**config.mk**
```make
export PLATFORM = sky130hd
export DESIGN_NAME = waypoint_drive_correction
export DESIGN_NICKNAME = d
export VERILOG_FILES = /design/src/rtl/core/wdc_pkg.sv /design/src/rtl/core/waypoint_drive_correction.sv
export SDC_FILE = /design/constraint.sdc
export NUM_CORES = 1
export LEC_CHECK = 0
export BUFFER_PORTS_ARGS = -buffer_cell sky130_fd_sc_hd__buf_2
export CELL_PAD_IN_SITES_DETAIL_PLACEMENT = 2
export CELL_PAD_IN_SITES_GLOBAL_PLACEMENT = 2
export CORE_ASPECT_RATIO = 0.7
export CORE_MARGIN = 2
export CORE_UTILIZATION = 28
export DETAILED_ROUTE_END_ITERATION = 7
export PLACE_DENSITY_LB_ADDON = 0.25
export SETUP_SLACK_MARGIN = 0.1
export SYNTH_ARGS = -nofsm -noshare
export SYNTH_HDL_FRONTEND = slang
export SYNTH_SLANG_ARGS = --single-unit
```
**constraint.sdc**
```tcl
create_clock -name clk -period 27.3 [get_ports clk]
set_clock_uncertainty 0.1 [all_clocks]
set_input_delay 4.095 -clock clk [delete_from_list [all_inputs] [get_ports clk]]
set_output_delay 4.095 -clock clk [all_outputs]
set_load 0.1 [all_outputs]
```
**src/rtl/core/wdc_pkg.sv**
```systemverilog
package wdc_pkg;

  localparam int unsigned CFG_IDX_W  = 3;
  localparam int unsigned CFG_DATA_W = 10;

  localparam logic [CFG_IDX_W-1:0] CFG_HEADING_TARE   = 3'd0;
  localparam logic [CFG_IDX_W-1:0] CFG_TILT_TARE      = 3'd1;
  localparam logic [CFG_IDX_W-1:0] CFG_STABILITY_TOL  = 3'd2;
  localparam logic [CFG_IDX_W-1:0] CFG_ANGLE_TOL      = 3'd3;
  localparam logic [CFG_IDX_W-1:0] CFG_SIDE_TOL       = 3'd4;
  localparam logic [CFG_IDX_W-1:0] CFG_FRONT_TOL      = 3'd5;
  localparam logic [CFG_IDX_W-1:0] CFG_TILE_PITCH     = 3'd6;

  localparam logic [2:0] ACT_TILT    = 3'd0;
  localparam logic [2:0] ACT_HEADING = 3'd1;
  localparam logic [2:0] ACT_SIDE    = 3'd2;
  localparam logic [2:0] ACT_FRONT   = 3'd3;
  localparam logic [2:0] ACT_ADVANCE = 3'd4;
  localparam logic [2:0] ACT_STOP    = 3'd5;

  localparam logic [3:0] FINAL_TURN = 4'd10;

  localparam logic [6:0] DRIVE_MIN     = 7'd70;
  localparam logic [6:0] DRIVE_MAX     = 7'd110;
  localparam logic [6:0] DRIVE_NEUTRAL = 7'd90;
  localparam logic [6:0] DRIVE_TILT_L  = 7'd100;
  localparam logic [6:0] DRIVE_TILT_R  = 7'd80;

  typedef struct packed {
    logic [8:0]  heading_deg;
    logic [8:0]  tilt_deg;
    logic [15:0] front_mm;
    logic [15:0] left_mm;
  } wdc_in_t;

  typedef struct packed {
    logic       drive_valid;
    logic [6:0] left_drive;
    logic [6:0] right_drive;
    logic [2:0] action_code;
    logic       goal_done;
  } wdc_out_t;

endpackage

```
**src/rtl/core/waypoint_drive_correction.sv**
```systemverilog
// Channel | Direction | Handshake          | Payload
// in_     | input     | in_valid/in_stall  | in_data (wdc_in_t)
// out_    | output    | out_valid/out_stall| out_data (wdc_out_t)
// cfg_    | input     | cfg_valid/cfg_ready| cfg_index, cfg_data
//
// One item per cycle is accepted unless a stalled result holds the flow; the single
// compute stage lies between the input register and the result register, which offers it.
// Synchronous active-low reset clears the turn counter, the done flag and all valids,
// and loads the register defaults. A stalled result register holds its item while
// the input register still takes one more item; the configuration port is always ready.
module waypoint_drive_correction (
  input  logic                              clk,
  input  logic                              rst_n,
  input  logic                              in_valid,
  output logic                              in_stall,
  input  wdc_pkg::wdc_in_t                  in_data,
  output logic                              out_valid,
  input  logic                              out_stall,
  output wdc_pkg::wdc_out_t                 out_data,
  input  logic                              cfg_valid,
  output logic                              cfg_ready,
  input  logic [wdc_pkg::CFG_IDX_W-1:0]     cfg_index,
  input  logic [wdc_pkg::CFG_DATA_W-1:0]    cfg_data
);
  import wdc_pkg::*;

  logic [8:0] heading_tare_r;
  logic [8:0] tilt_tare_r;
  logic [8:0] stability_tol_r;
  logic [7:0] angle_tol_r;
  logic [9:0] side_tol_r;
  logic [9:0] front_tol_r;
  logic [9:0] tile_pitch_r;

  logic [3:0] turn_count_r, turn_count_nxt;
  logic       done_flag_r, done_flag_nxt;

  logic       s1_valid_r;
  wdc_in_t    s1_data_r;
  logic       out_valid_r;
  wdc_out_t   out_data_r;
  wdc_out_t   res;
  logic       s1_stall;
  logic       fire;

  logic signed [9:0]  tilt_diff;
  logic [9:0]         tilt_abs;
  logic               tilt_off;
  logic [8:0]         head_tgt;
  logic signed [10:0] ang_err;
  logic [10:0]        ang_abs;
  logic               ang_off;
  logic signed [10:0] head_sum;
  logic [6:0]         head_drive;
  logic [2:0]         front_k;
  logic [4:0]         tc_plus;
  logic [12:0]        front_tgt;
  logic [12:0]        side_tgt;
  logic signed [17:0] front_err;
  logic signed [17:0] side_err;
  logic [17:0]        front_abs;
  logic [17:0]        side_abs;
  logic               front_off;
  logic               side_off;
  logic [6:0]         side_t;
  logic [6:0]         front_t;

  function automatic logic [6:0] dist_scale(input logic signed [17:0] err);
    logic signed [17:0] w;
    logic [10:0]        wc;
    logic [25:0]        prod;
    w = err + 18'sd1000;
    if (w < 18'sd0) begin
      wc = 11'd0;
    end else if (w > 18'sd1240) begin
      wc = 11'd1240;
    end else begin
      wc = w[10:0];
    end
    prod = {15'd0, wc} * 26'd47187;
    return prod[25:19];
  endfunction

  function automatic logic [6:0] clamp_drive(input logic [7:0] v);
    if (v > {1'b0, DRIVE_MAX}) begin
      return DRIVE_MAX;
    end else if (v < {1'b0, DRIVE_MIN}) begin
      return DRIVE_MIN;
    end else begin
      return v[6:0];
    end
  endfunction

  assign cfg_ready = 1'b1;
  assign s1_stall  = out_valid_r && out_stall;
  assign in_stall  = s1_valid_r && s1_stall;
  assign fire      = s1_valid_r && !s1_stall;
  assign out_valid = out_valid_r;
  assign out_data  = out_data_r;

  always_comb begin
    tilt_diff = $signed({1'b0, s1_data_r.tilt_deg}) - $signed({1'b0, tilt_tare_r});
    tilt_abs  = tilt_diff[9] ? 10'(-tilt_diff) : tilt_diff;
    tilt_off  = tilt_abs > {1'b0, stability_tol_r};

    case (turn_count_r[1:0])
      2'd0:    head_tgt = 9'd0;
      2'd1:    head_tgt = 9'd90;
      2'd2:    head_tgt = 9'd180;
      default: head_tgt = 9'd270;
    endcase
    ang_err = $signed({2'b00, s1_data_r.heading_deg}) - $signed({2'b00, heading_tare_r})
              - $signed({2'b00, head_tgt});
    ang_abs = ang_err[10] ? 11'(-ang_err) : ang_err;
    ang_off = ang_abs > {3'b000, angle_tol_r};

    head_sum = ang_err + 11'sd360;
    if (head_sum < 11'sd280) begin
      head_drive = DRIVE_MIN;
    end else if (head_sum >= 11'sd444) begin
      head_drive = DRIVE_MAX;
    end else begin
      head_drive = head_sum[8:2];
    end

    tc_plus   = {1'b0, turn_count_r} + 5'd1;
    front_k   = tc_plus[4:2];
    front_tgt = ({3'b000, tile_pitch_r} * {10'd0, front_k}) + 13'd50;
    side_tgt  = ({3'b000, tile_pitch_r} * {11'd0, turn_count_r[3:2]}) + 13'd100;
    front_err = $signed({2'b00, s1_data_r.front_mm}) - $signed({5'd0, front_tgt});
    side_err  = $signed({2'b00, s1_data_r.left_mm}) - $signed({5'd0, side_tgt});
    front_abs = front_err[17] ? 18'(-front_err) : front_err;
    side_abs  = side_err[17] ? 18'(-side_err) : side_err;
    front_off = front_abs > {8'd0, front_tol_r};
    side_off  = side_abs > {8'd0, side_tol_r};
    side_t    = dist_scale(side_err);
    front_t   = dist_scale(front_err);

    turn_count_nxt  = turn_count_r;
    done_flag_nxt   = done_flag_r;
    res.drive_valid = 1'b1;
    res.left_drive  = DRIVE_NEUTRAL;
    res.right_drive = DRIVE_NEUTRAL;
    res.action_code = ACT_STOP;
    res.goal_done   = done_flag_r;

    if (done_flag_r) begin
      res.action_code = ACT_STOP;
    end else if (tilt_off) begin
      res.left_drive  = DRIVE_TILT_L;
      res.right_drive = DRIVE_TILT_R;
      res.action_code = ACT_TILT;
    end else if (ang_off) begin
      res.left_drive  = head_drive;
      res.right_drive = head_drive;
      res.action_code = ACT_HEADING;
    end else if (side_off) begin
      res.left_drive  = clamp_drive({1'b0, side_t});
      res.right_drive = clamp_drive(8'd175 - {1'b0, side_t});
      res.action_code = ACT_SIDE;
    end else if (front_off) begin
      res.left_drive  = clamp_drive({1'b0, front_t});
      res.right_drive = clamp_drive(8'd180 - {1'b0, front_t});
      res.action_code = ACT_FRONT;
    end else if (turn_count_r != FINAL_TURN) begin
      turn_count_nxt  = turn_count_r + 4'd1;
      res.drive_valid = 1'b0;
      res.action_code = ACT_ADVANCE;
    end else begin
      done_flag_nxt   = 1'b1;
      res.drive_valid = 1'b0;
      res.action_code = ACT_STOP;
      res.goal_done   = 1'b1;
    end
  end

  always_ff @(posedge clk) begin
    if (!rst_n) begin
      heading_tare_r  <= 9'd0;
      tilt_tare_r     <= 9'd0;
      stability_tol_r <= 9'd200;
      angle_tol_r     <= 8'd5;
      side_tol_r      <= 10'd70;
      front_tol_r     <= 10'd70;
      tile_pitch_r    <= 10'd250;
    end else if (cfg_valid && cfg_ready) begin
      case (cfg_index)
        CFG_HEADING_TARE:  heading_tare_r  <= cfg_data[8:0];
        CFG_TILT_TARE:     tilt_tare_r     <= cfg_data[8:0];
        CFG_STABILITY_TOL: stability_tol_r <= cfg_data[8:0];
        CFG_ANGLE_TOL:     angle_tol_r     <= cfg_data[7:0];
        CFG_SIDE_TOL:      side_tol_r      <= cfg_data;
        CFG_FRONT_TOL:     front_tol_r     <= cfg_data;
        CFG_TILE_PITCH:    tile_pitch_r    <= cfg_data;
        default: begin
        end
      endcase
    end
  end

  always_ff @(posedge clk) begin
    if (!rst_n) begin
      turn_count_r <= 4'd0;
      done_flag_r  <= 1'b0;
      s1_valid_r   <= 1'b0;
      out_valid_r  <= 1'b0;
    end else begin
      if (in_valid && !in_stall) begin
        s1_valid_r <= 1'b1;
      end else if (fire) begin
        s1_valid_r <= 1'b0;
      end
      if (fire) begin
        out_valid_r  <= 1'b1;
        turn_count_r <= turn_count_nxt;
        done_flag_r  <= done_flag_nxt;
      end else if (!out_stall) begin
        out_valid_r <= 1'b0;
      end
    end
  end

  always_ff @(posedge clk) begin
    if (in_valid && !in_stall) begin
      s1_data_r <= in_data;
    end
    if (fire) begin
      out_data_r <= res;
    end
  end

  // The goal is reported only together with a stop.
  a_done_stop: assert property (@(posedge clk) disable iff (!rst_n)
    out_valid_r && out_data_r.goal_done |-> out_data_r.action_code == ACT_STOP)
    else $error("goal_done without stop action");

  // The done flag never clears outside reset.
  a_done_sticky: assert property (@(posedge clk) disable iff (!rst_n)
    done_flag_r |=> done_flag_r)
    else $error("done flag cleared");

  a_turn_bound: assert property (@(posedge clk) disable iff (!rst_n)
    turn_count_r <= FINAL_TURN)
    else $error("turn counter beyond final turn");

  a_no_drive_neutral: assert property (@(posedge clk) disable iff (!rst_n)
    out_valid_r && !out_data_r.drive_valid |->
      out_data_r.left_drive == DRIVE_NEUTRAL && out_data_r.right_drive == DRIVE_NEUTRAL)
    else $error("drive values not neutral without drive");

  a_drive_range: assert property (@(posedge clk) disable iff (!rst_n)
    out_valid_r |-> out_data_r.left_drive >= DRIVE_MIN && out_data_r.left_drive <= DRIVE_MAX
      && out_data_r.right_drive >= DRIVE_MIN && out_data_r.right_drive <= DRIVE_MAX)
    else $error("drive value out of range");

  // The input side stalls only behind a full result register.
  a_stall_cause: assert property (@(posedge clk) disable iff (!rst_n)
    in_stall |-> out_valid_r && s1_valid_r)
    else $error("input stalled without a waiting item");

endmodule
```
# ---- Word level (Yosys, flattened, before mapping)
# Cells that the tools add are included.
dict set report totals {
  out_inout_bits 22
  inputBits 68
  reg_bits 141
}
dict set report op_classes {
  mux 36
  n_addsub 18
  n_reduce_logical 20
  bitwise_logic 5
  magnitude_cmp 18
  n_eq_ne 10
  multipliers 4
}
# op n
set op_table {}
lappend op_table {{$mux W7} 10}
lappend op_table {{$mux W11} 5}
lappend op_table {{$mul A11 B16 Y26 const B} 2}
lappend op_table {{$add A17 B11 Y18 const B} 2}
lappend op_table {{$gt A18 B10 Y1} 2}
lappend op_table {{$gt A18 B12 Y1 const B} 2}
lappend op_table {{$lt A18 B1 Y1 const B} 2}
lappend op_table {{$mux W18} 2}
lappend op_table {{$neg A17 Y18} 2}
lappend op_table {{$mux W17} 2}
lappend op_table {{$sub A16 B13 Y17} 2}
lappend op_table {{$pmux W9 S3} 1}
lappend op_table {{$sub A9 B9 Y10} 2}
lappend op_table {{$gt A8 B7 Y1 const B} 2}
lappend op_table {{$lt A8 B7 Y1 const B} 2}
lappend op_table {{$mux W16} 1}
lappend op_table {{$sub A8 B7 Y8 const A} 2}
lappend op_table {{$gt A7 B7 Y1 const B} 2}
lappend op_table {{$lt A7 B7 Y1 const B} 2}
lappend op_table {{$mux W14} 1}
lappend op_table {{$reduce_and A2 Y1} 7}
lappend op_table {{$add A12 B7 Y13 const B} 1}
lappend op_table {{$add A13 B6 Y13 const B} 1}
lappend op_table {{$mul A10 B3 Y13} 1}
lappend op_table {{31 further kinds} 53}

# ---- Longest topological paths before layout
# Gate-level depths: netlist of run 1.
dict set report depth {
  depth_word 17
  mapped_depth 56
  ltp_nobuf 53
}

# ---- Worst setup path after synthesis of run 1
# No wires, ideal clock.
dict set report synth_path {
  kind {register to register}
  from {register turn_count_r[2]}
  to {register out_data_r, in the netlist out_data[5], data pin}
  path_buffers 1
  required_ns 26.939
  setup_ns 0.261
  slack_ns 15.577
  t_arrival_ns 11.362
  stages_incl_launch_ff 50
  path_cell_list {dfxtp_1 > and3_1 > xor2_1 > and2_1 > fa_1 > ha_1 > ha_1 > inv_1 > fa_1 > inv_1 > a21oi_1 > o21ai_0 > a21o_1 > nand2_1 > a21oi_1 > o21ai_0 > nand2b_1 > xnor2_1 > [... 14 more ...] > fa_1 > inv_1 > fa_1 > inv_1 > fa_1 > ha_1 > a21o_1 > a221o_1 > or2_2 > xor2_1 > inv_1 > ha_1 > o21a_1 > xor2_1 > and3_1 > mux2i_1 > nand3_1 > o311a_1}
}
dict set report synth_between {
  elab_chain_len 17
  elab_cells_between_ends 39
  classes_between {add/sub (11); mul (4); order compare (10); mux (14)}
}
# element line
set synth_rtl {}
lappend synth_rtl {{start: declaration} waypoint_drive_correction.sv:35} ;# logic [3:0] turn_count_r, turn_count_nxt;
lappend synth_rtl {{start signal: assignment} waypoint_drive_correction.sv:215} ;# turn_count_r <= turn_count_nxt;
lappend synth_rtl {{$add A4 B1 Y5} waypoint_drive_correction.sv:126} ;# tc_plus = {1'b0, turn_count_r} + 5'd1;
lappend synth_rtl {{$mul A10 B3 Y13} waypoint_drive_correction.sv:128} ;# front_tgt = ({3'b000, tile_pitch_r} * {10'd0, front_k}) + 13'd50;
lappend synth_rtl {{$add A13 B6 Y13} waypoint_drive_correction.sv:128}
lappend synth_rtl {{$sub A16 B13 Y17} waypoint_drive_correction.sv:130} ;# front_err = $signed({2'b00, s1_data_r.front_mm}) - $signed({5'd0, front_tgt});
lappend synth_rtl {{$add A17 B11 Y18} waypoint_drive_correction.sv:72} ;# w = err + 18'sd1000;
lappend synth_rtl {{$gt A18 B12 Y1} waypoint_drive_correction.sv:75} ;# end else if (w > 18'sd1240) begin
lappend synth_rtl {{$mux W11} waypoint_drive_correction.sv:75}
lappend synth_rtl {{$mux W11} waypoint_drive_correction.sv:73} ;# if (w < 18'sd0) begin
lappend synth_rtl {{$mul A11 B16 Y26} waypoint_drive_correction.sv:80} ;# prod = {15'd0, wc} * 26'd47187;
lappend synth_rtl {{$sub A8 B7 Y8} waypoint_drive_correction.sv:163} ;# res.right_drive = clamp_drive(8'd180 - {1'b0, front_t});
lappend synth_rtl {{$lt A8 B7 Y1} waypoint_drive_correction.sv:87} ;# end else if (v < {1'b0, DRIVE_MIN}) begin
lappend synth_rtl {{$mux W7} waypoint_drive_correction.sv:87}
lappend synth_rtl {{$mux W7} waypoint_drive_correction.sv:85} ;# if (v > {1'b0, DRIVE_MAX}) begin
lappend synth_rtl {{$mux W14} waypoint_drive_correction.sv:161} ;# end else if (front_off) begin
lappend synth_rtl {{$mux W17 *} waypoint_drive_correction.sv:157} ;# end else if (side_off) begin
lappend synth_rtl {{$mux W17 *} waypoint_drive_correction.sv:153} ;# end else if (ang_off) begin
lappend synth_rtl {{$mux W16 *} waypoint_drive_correction.sv:149} ;# end else if (tilt_off) begin
lappend synth_rtl {{end signal: assignment} waypoint_drive_correction.sv:228} ;# out_data_r <= res;
lappend synth_rtl {{end: declaration} waypoint_drive_correction.sv:41} ;# wdc_out_t out_data_r;
# Mark *: on every way between the ends. The rest lies on a longest branch, timed or not.
# A chain may end at the register's enable or synchronous reset.

# ---- Worst setup path in the final report of run 1
dict set report layout_path {
  from {register turn_count_r[2]}
  to {register out_data_r, in the netlist out_data[13], data pin}
}
dict set report layout_between {
  elab_chain_len 16
  elab_cells_between_ends 37
  classes_between {add/sub (9); mul (4); order compare (10); mux (14)}
}
# element line
set layout_rtl {}
lappend layout_rtl {{$add A4 B1 Y5} waypoint_drive_correction.sv:126}
lappend layout_rtl {{$mul A10 B3 Y13} waypoint_drive_correction.sv:128}
lappend layout_rtl {{$add A13 B6 Y13} waypoint_drive_correction.sv:128}
lappend layout_rtl {{$sub A16 B13 Y17} waypoint_drive_correction.sv:130}
lappend layout_rtl {{$add A17 B11 Y18} waypoint_drive_correction.sv:72}
lappend layout_rtl {{$gt A18 B12 Y1} waypoint_drive_correction.sv:75}
lappend layout_rtl {{$mux W11} waypoint_drive_correction.sv:75}
lappend layout_rtl {{$mux W11} waypoint_drive_correction.sv:73}
lappend layout_rtl {{$mul A11 B16 Y26} waypoint_drive_correction.sv:80}
lappend layout_rtl {{$lt A7 B7 Y1} waypoint_drive_correction.sv:87}
lappend layout_rtl {{$mux W7} waypoint_drive_correction.sv:87}
lappend layout_rtl {{$mux W7} waypoint_drive_correction.sv:85}
lappend layout_rtl {{$mux W14} waypoint_drive_correction.sv:161}
lappend layout_rtl {{$mux W17 *} waypoint_drive_correction.sv:157}
lappend layout_rtl {{$mux W17 *} waypoint_drive_correction.sv:153}
lappend layout_rtl {{$mux W16 *} waypoint_drive_correction.sv:149}
# Marks and branches as above.

==> impl_metrics.json, run 1 <==
{
  "rr_worst_depth": 47,
  "crit_path_top_delay_cell": "xnor2_1",
  "ys_types": 107,
  "hpwl_um": 53200,
  "crit_path_frequent_cell": "ha_1",
  "fin_tns_setup_ns": 0,
  "ir_drop_uv": 48.71,
  "gp_congestion": 0.8770,
  "ys.flop_type": "dfxtp_1",
  "wl_met2_um": 26830,
  "cpPeakStageDelay_ns": 0.91,
  "drive_gt1_share_pct": 8.322,
  "viasPerCell": 5.100,
  "netlist_instances": 2152,
  "die_h_um": 219.3,
  "crit_required_ns": 27.41,
  "dpl.cell_count": 3083,
  "powerDensity_nw_per_um2": 55.45,
  "final_cell_mix": "315 x ha_1, 306 x inv_1, 222 x nand2_1",
  "crit_fanout": 16,
  "gr-total-overflow": 0,
  "num_rows": 78,
  "antenna_found_initial": 4,
  "cp.arrival_ns": 14.24,
  "cts_setup_buffers": 0,
  "worstSetupPathType": "reg -> reg",
  "via_count": 15890,
  "finalSetupViolations": 0,
  "fill_cells": 7419,
  "io_buffers": 88,
  "initial_core_util_pct": 28.48,
  "fmaxAchievable_mhz": 70.73,
  "critPathCaptureType": "register",
  "cts_htree_levels": 4,
  "cts.repair.resized": 0,
  "cts_buffer_depth": 2,
  "cts-root-buf": "clkbuf_16",
  "worst_setup_path_start_kind": "register",
  "synth.avg_cell_area_sq_um": 8.615,
  "maxCapViolCount": 0,
  "firstDrtPassIters": 5,
  "wirelength_um": 63870,
  "dieArea_sq_um": 68320,
  "ctsHoldBuffers": 0,
  "grt.total_usage_pct": 19.10,
  "drc": 0,
  "clkTransAtPathRegs_ns": 0.07,
  "drt_iter0_drc": 624,
  "p_total_mw": 1.137,
  "grt_pass1_wl_um": 101500,
  "instances_no_fill": 3115,
  "hold_viol_final": 0,
  "ios": 90,
  "min_period_ns": 14.14,
  "multiInputGateArea_sq_um": 13690,
  "grt_max_degree": 76,
  "wl_met1_um": 34850,
  "synth_top_cell_area_share_pct": 21.26,
  "cts_tree": "yes",
  "pre_cts_ws_ns": 13.27,
  "slew_viol_final": 0,
  "slew-limit-headroom_pct": 14.82,
  "fin_crit_sh_pct": 51.79,
  "cts_made_buffers": 17,
  "hold_path.class": "reg -> reg",
  "coreArea_sq_um": 65090,
  "whs_path_depth": 2,
  "clock_latency_ns": 0.49,
  "grt_pass1_vias": 17420,
  "rsz0062_at_grt": "no",
  "synth_area_sq_um": 18540,
  "worst_pin_slew_ns": 1.270,
  "antenna_cells": 0,
  "die_w_um": 311.6,
  "synthTopCellsByArea": "ha_1 21%, edfxtp_1 11%, fa_1 11%",
  "synth_top_area_cell": "ha_1",
  "worst_slack_ns": 13.16,
  "fin_nets": 2703,
  "ant_nets": 0,
  "yosysSeqAreaShare_pct": 18.95,
  "dr.max_layer_used": "met4",
  "route.met3.wl_um": 1452,
  "layout_commonest_cell": "ha_1",
  "status": "finished, final reports clean",
  "p_leak_nw": 9.198,
  "async_flop_share_pct": 0,
  "synth_edf_count": 69,
  "yosys_warnings": 0,
  "post_drt_wl_per_cell_um": 20.50,
  "clock_sinks": 141,
  "seqCellArea_sq_um": 3513,
  "syn_to_final_growth_pct": 10.64,
  "ys_seq_elements": 141
}
==> state kept, by name, indices dropped and copies added, names as in the netlist, 8 cells and up <==
name	flops
tile_pitch_r	10
heading_tare_r	9
tilt_tare_r	9
angle_tol_r	8
stability_tol_r	9
s1_data_r	50
side_tol_r	10
front_tol_r	10
out_data	19
==> layer usage <==
layer | global-route usage, % | vias up
met4 | 3.881 | 0
met3 | 2.533 | 37
met2 | 28.97 | 166
li1 | - | 7693
met1 | 28.64 | 7991
met5 | 0 | -
==> critical path: cells and delay by family, from the launching register on <==
family,cells,cell delay (ns)
adder cells (fa/ha/maj),11,4.22
flip-flops,1,0.61
AO/OA/AOI/OAI,12,2.50
AND/OR/NAND/NOR,14,3.90
multiplexers,1,0.21
buffers and inverters,4,0.26
XOR/XNOR,5,2.03
==> report_power, final <==
group          switching [mW]  total [mW]  internal [mW]
Clock                   0.115       0.242          0.127
Sequential            0.00646       0.242          0.236
Combinational           0.417       0.653          0.236
==> final timing paths <==
kind              startpoint              to  slack, ns
max          turn_count_r[2]    out_data[13]      13.16
min           angle_tol_r[7]  angle_tol_r[7]       0.37
max reg2reg  turn_count_r[2]    out_data[13]      13.16
min reg2reg   angle_tol_r[7]  angle_tol_r[7]       0.37
==> layout make-up <==
| cell class | count | area share (%) |
|---|---|---|
| multi-input combinational | 1661 | 66.74 |
| inverter | 306 | 5.600 |
| timing repair buffer | 95 | 2.403 |
| tap | 880 | 5.368 |
| sequential | 141 | 17.13 |
| clock inverter | 14 | 0.6649 |
| clock buffer | 18 | 2.092 |
==> per-stage QoR <==
stage	cell area, sq um	hold WS [ns]	utilization, %
global route	20510	0.3869	31.51
detailed placement	19950	0.3652	30.64
CTS	20510	0.3747	31.51
global placement	19950	0.3544	30.64
finish	20510	0.3707	31.51
floorplan	18540	0.3435	-
==> cells by family after synthesis <==
group                      synth area share [%]
AOI/OAI and AO/OA                         18.50
and+or+nand+nor                           17.84
buffers and inverters                     7.350
muxes                                    0.6074
other                                   0.02023
xor gates and xnor gates                  4.839
DFF                                       18.95
adders and majority gates                 31.90
==> synth_stat cells, types with 19 or more instances <==
| master | number |
|---|---|
| clkbuf_1 | 31 |
| a21oi_1 | 92 |
| xnor2_1 | 69 |
| nor2_1 | 99 |
| o211ai_1 | 25 |
| nor3_1 | 34 |
| ha_1 | 315 |
| o21a_1 | 25 |
| nand2b_1 | 21 |
| and2_1 | 50 |
| a21boi_0 | 52 |
| a21o_1 | 39 |
| inv_1 | 306 |
| dfxtp_1 | 72 |
| nand3_1 | 51 |
| a211oi_1 | 27 |
| nand2_1 | 222 |
| fa_1 | 98 |
| and3_1 | 19 |
| xor2_1 | 29 |
| nand4_1 | 28 |
| o21ai_0 | 79 |
| nor2b_1 | 27 |
| edfxtp_1 | 69 |
Note: power is estimated with default switching activity, not from simulation.
==> inputs of run 2 (changes only) <==
ABC_AREA = 1   (was unset)
clock period = 11.8 ns   (was 27.3 ns; I/O delays follow)
==> run 2 against run 1 <==
  * Sequential cell count unchanged
  * Maximum frequency is 28% higher
  * Critical path depth is 20 higher
  * Synthesized cell count increased by 16%
  * Global-route usage grew 0.47 points
==> impl_metrics.json, run 2 <==
{
  "fin_crit_sh_pct": 93.89,
  "p_total_mw": 2.934,
  "slew_viol_final": 0,
  "largest_reg_flops": 50,
  "slew-limit-headroom_pct": 28.66,
  "rr_startpoint": "turn_count_r[0]",
  "route.met3.wl_um": 2244,
  "synth_edf_count": 69,
  "regMostFlops": "s1_data_r",
  "yosysSeqAreaShare_pct": 19.19,
  "grt_pass1_vias": 18330,
  "post_drt_wl_per_cell_um": 18.46,
  "cp_num_buf_inv": 10,
  "yosys_warnings": 0,
  "crit_required_ns": 11.92,
  "maxCapViolCount": 0,
  "ctsHoldBuffers": 0,
  "clock_sinks": 141,
  "grt_pass1_wl_um": 102700,
  "ys.flop_type": "dfxtp_1",
  "antenna_found_initial": 1,
  "synth_area_sq_um": 18310,
  "ys_types": 57,
  "min-delay-start": "heading_tare_r[5]",
  "drt_iter0_drc": 634,
  "cts_made_buffers": 17,
  "dieArea_sq_um": 67480,
  "synth.avg_cell_area_sq_um": 7.362,
  "wirelength_um": 64850,
  "cts-root-buf": "clkbuf_16",
  "synth_top_area_cell": "ha_1",
  "setup.worst_path.start": "turn_count_r[0]",
  "firstDrtPassIters": 4,
  "worst_setup_path_start_kind": "register",
  "synth.most_common_cell": "inv_1",
  "coreArea_sq_um": 64700,
  "fin_nets": 3100,
  "dr.max_layer_used": "met4",
  "num_rows": 78,
  "clkTransAtPathRegs_ns": 0.07,
  "worst_hold_slack_ns": 0.3657,
  "min_period_ns": 11.08,
  "worst_pin_slew_ns": 1.066,
  "ir_drop_uv": 134.3,
  "dpl_cell_area_sq_um": 19930,
  "gr-total-overflow": 0,
  "finalSetupViolations": 0,
  "grt_max_degree": 70,
  "worstSetupPathType": "reg -> reg",
  "crit_path_top_delay_cell": "fa_1",
  "fin_tns_setup_ns": 0,
  "wl_met2_um": 28050,
  "hold_path.class": "reg -> reg",
  "ys_seq_elements": 141,
  "synthTopCellsByCount": "517 x inv_1, 502 x nand2_1, 315 x ha_1, 178 x nor2_1, 148 x a21oi_1",
  "synthTopCellsByArea": "ha_1 22%, edfxtp_1 11%, fa_1 11%",
  "io_buffers": 88,
  "die_w_um": 309.6,
  "cpPeakStageDelay_ns": 0.59,
  "netlist_instances": 2487,
  "finalInstanceArea_sq_um": 21110,
  "crit_family": "adder cells",
  "gp_congestion": 0.8457,
  "grt.total_usage_pct": 19.58,
  "final_util_pct": 32.63,
  "status": "finished, final reports clean",
  "via_count": 16770,
  "synth_top_cell_area_share_pct": 21.53,
  "cts_htree_levels": 4,
  "p_leak_nw": 10.70,
  "drc": 0,
  "hold_viol_final": 0,
  "powerDensity_nw_per_um2": 139.0,
  "wl_met1_um": 33970,
  "critPathCaptureType": "register",
  "syn_to_final_growth_pct": 15.31,
  "ant_nets": 0,
  "clock_latency_ns": 0.47,
  "hpwl_um": 55080,
  "fmaxAchievable_mhz": 90.26,
  "cp.arrival_ns": 11.19,
  "crit_path_frequent_cell": "nand2_1",
  "ios": 90,
  "drive_gt1_share_pct": 12.58,
  "initial_core_util_pct": 28.30,
  "final_cell_mix": "508 x inv_1, 486 x nand2_1, 302 x ha_1",
  "die_h_um": 217.9,
  "crit_fanout": 6,
  "cts_tree": "yes",
  "viasPerCell": 4.774,
  "cts_buffer_depth": 2,
  "layout_commonest_cell": "inv_1",
  "async_flop_share_pct": 0
}
==> run 2: per-layer routing <==
| layer | vias to the layer above | GRT usage, % |
|---|---|---|
| met5 | - | 0 |
| met3 | 33 | 3.382 |
| met4 | 0 | 3.074 |
| li1 | 8273 | - |
| met2 | 192 | 30.35 |
| met1 | 8274 | 28.64 |
==> run 2: stage by stage <==
| stage | setup WS (ns) | instances |
|---|---|---|
| CTS | 0.1000 | 3491 |
| finish | 0.7215 | 3513 |
| floorplan | 0.7358 | 2488 |
| detailed placement | -0.6792 | 3457 |
| global placement | 0.1534 | 3457 |
| global route | -0.04128 | 3512 |
==> run 2: layout make-up <==
type                       instances  area (sq um)
fill                            7689         43590
multi-input combinational       1793         13130
sequential                       141          3521
inverter                         533          2007
tap                              880          1101
timing repair buffer             133         782.0
clock buffer                      17         425.4
clock inverter                    15         146.4
antenna                            1         2.502
==> run 2: worst reg2reg max path, delay by kind of cell, from the launching register on <==
kind | cells | cell delay [ns]
buffers and inverters | 10 | 0.90
AOI/OAI and AO/OA | 10 | 1.57
xor gates and xnor gates | 2 | 0.44
DFF | 1 | 0.37
adders and majority gates | 11 | 4.21
and+or+nand+nor | 34 | 3.24
==> run 2: cell families after synthesis <==
family	Yosys count	synth area share, %
AO/OA/AOI/OAI	345	10.53
XOR/XNOR	85	4.189
adder cells (fa/ha/maj)	413	32.24
buffers and inverters	554	11.41
flip-flops	141	19.19
other	1	0.02048
AND/OR/NAND/NOR	948	22.42
==> run 2: repair_timing <==
item / in CTS / in global routing
hold endpoints to repair: 0 / 0
endpoints found under the setup margin: 12 / 13
buffers inserted: 2 / 21
gates resized for setup: 17 / 102
pin swaps: 2 / 30
==> run 2: final timing paths <==
check	end	slack, ns	cells past startpoint
setup / recovery	out_data[7]	0.72	67
hold / removal	heading_tare_r[5]	0.37	2
setup reg to reg	out_data[7]	0.72	67
hold reg to reg	heading_tare_r[5]	0.37	2
==> run 2: report_power, final <==
part | switching, mW | internal [mW]
Sequential | 0.0142 | 0.552
Clock | 0.269 | 0.281
Combinational | 1.22 | 0.599
